## config.mk

```make
export PLATFORM = sky130hd
export DESIGN_NAME = bscs_ctrl
export DESIGN_NICKNAME = d
export VERILOG_FILES = /design/src/rtl/bscs_pkg.sv /design/src/rtl/bscs_ctrl.sv
export SDC_FILE = /design/constraint.sdc
export NUM_CORES = 1
export LEC_CHECK = 0
export BUFFER_PORTS_ARGS = -buffer_cell sky130_fd_sc_hd__buf_4
export CAP_MARGIN = 20
export CORE_MARGIN = 2
export CORE_UTILIZATION = 40
export DETAILED_ROUTE_END_ITERATION = 10
export GPL_ROUTABILITY_DRIVEN = 0
export GPL_TIMING_DRIVEN = 0
export PLACE_DENSITY_LB_ADDON = 0.3
export SYNTH_ARGS = -nofsm -noshare
export SYNTH_HDL_FRONTEND = slang
export SYNTH_SLANG_ARGS = --single-unit
```

## constraint.sdc

```tcl
create_clock -name clk -period 3.3 [get_ports clk]
set_input_delay 0.33 -clock clk [delete_from_list [all_inputs] [get_ports clk]]
set_output_delay 0.33 -clock clk [all_outputs]
set_load 0.03 [all_outputs]
```

## src/rtl/bscs_pkg.sv

```systemverilog
// Shared types and constants for the Bezier speed-curve sampler.
// Used by bscs_ctrl, bscs_dpath and bezier_speed_curve_sampler; depends on nothing.
package bscs_pkg;

  localparam logic [16:0] X_ONE = 17'd65536;

  localparam int CFG_IDX_W = 8;
  localparam logic [CFG_IDX_W-1:0] CFG_TOTAL_SPAN  = 8'd0;
  localparam logic [CFG_IDX_W-1:0] CFG_UNIT_LENGTH = 8'd1;

  // Divider iteration counts, each stored as count minus one.
  localparam int STEP_W = 6;
  localparam logic [STEP_W-1:0] STEPS_SPAN = 6'd48;
  localparam logic [STEP_W-1:0] STEPS_CNT  = 6'd48;
  localparam logic [STEP_W-1:0] STEPS_DX   = 6'd16;
  localparam logic [STEP_W-1:0] STEPS_BEZ  = 6'd39;

  typedef enum logic [1:0] {
    DIV_SPAN,
    DIV_CNT,
    DIV_DX,
    DIV_BEZ
  } div_op_t;

  typedef enum logic [3:0] {
    ST_IDLE,
    ST_CHECK,
    ST_MULH,
    ST_DLOAD,
    ST_DRUN,
    ST_DDONE,
    ST_N2,
    ST_N3,
    ST_W1,
    ST_W2,
    ST_W3,
    ST_W4,
    ST_P0,
    ST_P1,
    ST_OUT
  } state_t;

  typedef struct packed {
    logic    load_pt;
    logic    mul_lo;
    logic    mul_hi;
    logic    div_load;
    div_op_t div_op;
    logic    div_step;
    logic    take_ss;
    logic    take_cnt;
    logic    take_dxq;
    logic    n2;
    logic    n3;
    logic    w1a;
    logic    w1b;
    logic    s0;
    logic    s1;
    logic    p0;
    logic    p1;
    logic    take_out;
    logic    adv;
  } cmd_t;

  typedef struct packed {
    logic no_prev;
    logic skip_pre;
    logic q_zero;
    logic last;
  } stat_t;

endpackage

```

## src/rtl/bscs_ctrl.sv

```systemverilog
// Sequencer for the sampler: walks each point through span, count and step divisions,
// then each sample through weight, product and Bezier division. Uses bscs_pkg.
module bscs_ctrl (
  input  logic            clk,
  input  logic            rst,
  input  logic            point_valid,
  output logic            point_ready,
  output logic            unit_valid,
  input  logic            unit_ready,
  input  bscs_pkg::stat_t st,
  output bscs_pkg::cmd_t  cmd
);

  bscs_pkg::state_t  state, state_next;
  bscs_pkg::div_op_t op, op_next;
  logic [bscs_pkg::STEP_W-1:0] step, step_next, last_step;

  always_ff @(posedge clk) begin
    if (rst) begin
      state <= bscs_pkg::ST_IDLE;
      op    <= bscs_pkg::DIV_SPAN;
      step  <= '0;
    end else begin
      state <= state_next;
      op    <= op_next;
      step  <= step_next;
    end
  end

  always_comb begin
    unique case (op)
      bscs_pkg::DIV_SPAN: last_step = bscs_pkg::STEPS_SPAN;
      bscs_pkg::DIV_CNT:  last_step = bscs_pkg::STEPS_CNT;
      bscs_pkg::DIV_DX:   last_step = bscs_pkg::STEPS_DX;
      default:            last_step = bscs_pkg::STEPS_BEZ;
    endcase
  end

  always_comb begin
    state_next  = state;
    op_next     = op;
    step_next   = step;
    point_ready = 1'b0;
    unit_valid  = 1'b0;
    cmd         = '0;
    cmd.div_op  = op;
    unique case (state)
      bscs_pkg::ST_IDLE: begin
        point_ready = 1'b1;
        if (point_valid) begin
          cmd.load_pt = 1'b1;
          if (!st.no_prev) state_next = bscs_pkg::ST_CHECK;
        end
      end
      bscs_pkg::ST_CHECK: begin
        if (st.skip_pre) begin
          state_next = bscs_pkg::ST_IDLE;
        end else begin
          cmd.mul_lo = 1'b1;
          state_next = bscs_pkg::ST_MULH;
        end
      end
      bscs_pkg::ST_MULH: begin
        cmd.mul_hi = 1'b1;
        op_next    = bscs_pkg::DIV_SPAN;
        state_next = bscs_pkg::ST_DLOAD;
      end
      bscs_pkg::ST_DLOAD: begin
        cmd.div_load = 1'b1;
        step_next    = '0;
        state_next   = bscs_pkg::ST_DRUN;
      end
      bscs_pkg::ST_DRUN: begin
        cmd.div_step = 1'b1;
        step_next    = step + 1'b1;
        if (step == last_step) state_next = bscs_pkg::ST_DDONE;
      end
      bscs_pkg::ST_DDONE: begin
        unique case (op)
          bscs_pkg::DIV_SPAN: begin
            cmd.take_ss = 1'b1;
            op_next     = bscs_pkg::DIV_CNT;
            state_next  = bscs_pkg::ST_DLOAD;
          end
          bscs_pkg::DIV_CNT: begin
            if (st.q_zero) begin
              state_next = bscs_pkg::ST_IDLE;
            end else begin
              cmd.take_cnt = 1'b1;
              op_next      = bscs_pkg::DIV_DX;
              state_next   = bscs_pkg::ST_DLOAD;
            end
          end
          bscs_pkg::DIV_DX: begin
            cmd.take_dxq = 1'b1;
            state_next   = bscs_pkg::ST_N2;
          end
          default: begin
            cmd.take_out = 1'b1;
            state_next   = bscs_pkg::ST_OUT;
          end
        endcase
      end
      bscs_pkg::ST_N2: begin
        cmd.n2     = 1'b1;
        state_next = bscs_pkg::ST_N3;
      end
      bscs_pkg::ST_N3: begin
        cmd.n3     = 1'b1;
        state_next = bscs_pkg::ST_W1;
      end
      bscs_pkg::ST_W1: begin
        cmd.w1a    = 1'b1;
        state_next = bscs_pkg::ST_W2;
      end
      bscs_pkg::ST_W2: begin
        cmd.w1b    = 1'b1;
        state_next = bscs_pkg::ST_W3;
      end
      bscs_pkg::ST_W3: begin
        cmd.s0     = 1'b1;
        state_next = bscs_pkg::ST_W4;
      end
      bscs_pkg::ST_W4: begin
        cmd.s1     = 1'b1;
        state_next = bscs_pkg::ST_P0;
      end
      bscs_pkg::ST_P0: begin
        cmd.p0     = 1'b1;
        state_next = bscs_pkg::ST_P1;
      end
      bscs_pkg::ST_P1: begin
        cmd.p1     = 1'b1;
        op_next    = bscs_pkg::DIV_BEZ;
        state_next = bscs_pkg::ST_DLOAD;
      end
      bscs_pkg::ST_OUT: begin
        unit_valid = 1'b1;
        if (unit_ready) begin
          if (st.last) begin
            state_next = bscs_pkg::ST_IDLE;
          end else begin
            cmd.adv    = 1'b1;
            state_next = bscs_pkg::ST_W1;
          end
        end
      end
      default: state_next = bscs_pkg::ST_IDLE;
    endcase
  end

endmodule

```

==> results.cfg <==
[grt]
grt_pass1_wl_um = 3730
grt_pass1_vias = 859
antenna_found_initial = 0
grt_usage = 0.183
grt-ovfl-total = 0
grt_max_degree = 11

[final_layout]
nNetsFinal = 164
synthToLayoutAreaGrowth_pct = 29.7
diodes = 0
drive_gt1_frac = 0.268
final_cells = 181

[route]
routed.top_layer = met4
dr.pass1.iters = 4
wl_met3_um = 124
wl_met1_um = 1070
drtIter0Drc = 30
ant_nets = 0
dr_total_vias = 997
drt-total-wl_um = 2270
via_per_inst = 5.51
met2WireLength_um = 1060
wl_per_cell_um = 12.5
drc = 0

[flow_run]
cap_viol_max_count = 0

[cts]
ctsHoldBuffers = 0
cts_tree = yes
clk_latency_ns = 0.27
cts_root_buf = clkbuf_4
clk_path_buf_depth = 2
post_cts_buffers = 0
cts.sinks = 12
cts_buffers = 3
htree_num_levels = 1
postCtsResizedCells = 0
path_clk_slew_ns = 0.07

[synthesis]
avgSynthCellArea_um2 = 7.39
async_reset_ff_frac = 0
yosys_warnings = 0
dominantRegCellSynth = dfxtp_1
synth_edf_count = 0
ys_seq_area_frac = 0.266
syn_area_um2 = 902
synth_cells = 122
yosysUniqueCellTypes = 43
ys_seq_elements = 12
syn_nets = 131

[critical_path]
r2r-start = state[1]$_SDFFE_PP0P_
rrSetupSlack_ns = 1.72
worstSetupEndpointType = primary output
crit_start = state[1]$_SDFFE_PP0P_
cp-endpoint = cmd[0]
ff2ff_path_depth = 6
cp_data_arrival_time_ns = 1.83
cp-start-kind = register
timing.rr.end = step[4]$_SDFFE_PP0P_
critical_path_class = reg2out
required_ns = 2.97
path_max_fanout = 10

[sta]
setup_viol = 0
period_share = 0.653
slew_headroom = 0.678
slew_violations = 0
hold_viol = 0
period_needed_ns = 2.16
worstMarginPinSlew_ns = 0.478
setup_tns_ns = 0
finalClockSkew_ns = 0.00577
fmax_mhz = 464
rsz0062_at_grt = false

[power]
power_leakage_nw = 0.486
vdd_ir_drop_max_uv = 226
p_sw_frac = 0.267
p_per_area_nw_per_um2 = 242
clockPowerShare = 0.308
p_seq_frac = 0.519
p_int_mw = 0.208
p_sw_mw = 0.0757
combinationalPowerShare = 0.172

[min_path]
hold_class = in2reg
worstHoldPathCells = 4

[placement]
dp.cells = 178
dpl.hpwl_um = 1630
io_buffers = 28

[floorplanning]
placementRows = 17
dieHeight_um = 51.5
die_w_um = 51.5
die-area_um2 = 2650
start_util = 0.416
core_um2 = 2170
ios = 30

[status]
status = completed
==> power groups by stage <==
stage                     sequential [mW]  clock, mW  combinational [mW]
after CTS                           0.147     0.0912              0.0486
after floorplan                     0.151          0              0.0302
after detailed placement            0.151          0              0.0483
final                               0.147     0.0874              0.0488
after global routing                0.147     0.0973              0.0529
after global placement              0.150          0              0.0474
==> worst min-delay path by stage <==
stage	start	to	slack, ns
floorplan	step[4]$_SDFFE_PP0P_	step[4]$_SDFFE_PP0P_	0.47
global placement	step[4]$_SDFFE_PP0P_	step[4]$_SDFFE_PP0P_	0.49
detailed placement	step[4]$_SDFFE_PP0P_	step[4]$_SDFFE_PP0P_	0.51
CTS	unit_ready	state[1]$_SDFFE_PP0P_	0.40
global route	unit_ready	state[1]$_SDFFE_PP0P_	0.41
finish	unit_ready	state[1]$_SDFFE_PP0P_	0.40
==> sequential cells by signal, indices dropped and copies added (netlist names) <==
register  flops
state         4
step          6
op            2
==> layout by cell type (no fill, tap or decap), types with 3 or more instances in the layout <==
cell / count
a31oi_1: 4
nor3_1: 6
buf_4: 29
clkbuf_1: 3
buf_1: 3
nand2_1: 5
a21oi_1: 14
nand2b_1: 7
a211oi_1: 3
clkbuf_4: 3
buf_2: 5
inv_1: 4
nor4_1: 4
nor2_1: 16
dfxtp_1: 12
==> per-stage QoR <==
step	cell area [um^2]	worst slack [ns]	total power [mW]	hold slack (ns)	utilization
final	1170	1.14	0.283	0.404	0.539
after global routing	1170	0.964	0.297	0.415	0.539
after CTS	1170	1.15	0.287	0.399	0.539
after detailed placement	1150	1.46	0.199	0.507	0.529
after global placement	1150	1.49	0.198	0.489	0.529
after floorplan	902	0.975	0.181	0.475	-
==> final cells by class <==
| cell class | instances | area (um^2) |
|---|---|---|
| buffer | 12 | 55.1 |
| multi-input combinational | 94 | 592 |
| fill | 225 | 1000 |
| inverter | 4 | 15.0 |
| timing repair buffer | 28 | 210 |
| sequential | 12 | 240 |
| tap | 28 | 35.0 |
| clock buffer | 3 | 22.5 |
==> logic make-up (layout without fill, tap and decap cells) <==
family	after synthesis	in the layout	synth area share
AOI/OAI and AO/OA	30	30	0.207
xor gates and xnor gates	1	1	0.00971
adders and majority gates	1	1	0.0139
buffers and inverters	16	47	0.0777
DFF	12	12	0.266
muxes	2	2	0.0236
and+or+nand+nor	60	60	0.402
==> layer usage <==
layer  GRT usage  up-vias
li1            -      508
met1       0.245      458
met2       0.295       29
met3      0.0517        2
met4      0.0395        0
met5           0        -
==> critical path, stage by stage (launching register included) <==
cell and delay, ns:
dfxtp_1 0.31, buf_2 0.22, buf_1 0.37, nand2_1 0.15, nor2_1 0.17, and3b_1 0.18, buf_4 0.16
==> synthesized netlist by cell type (2+ instances only) <==
cell type | count | area share
nand2b_1 | 7 | 0.049
buf_2 | 5 | 0.028
a211oi_1 | 3 | 0.025
nor4_1 | 4 | 0.028
nand2_1 | 5 | 0.021
nor2_1 | 16 | 0.067
or3b_1 | 2 | 0.019
a211o_1 | 2 | 0.019
a31oi_1 | 4 | 0.028
a21oi_1 | 14 | 0.078
nor3_1 | 6 | 0.033
dfxtp_1 | 12 | 0.27
o21ai_0 | 2 | 0.011
and3_1 | 2 | 0.014
nand4_1 | 2 | 0.014
buf_1 | 3 | 0.012
nand3_1 | 2 | 0.011
inv_1 | 4 | 0.017
clkbuf_1 | 3 | 0.012
(Power assumes the default switching activity.)
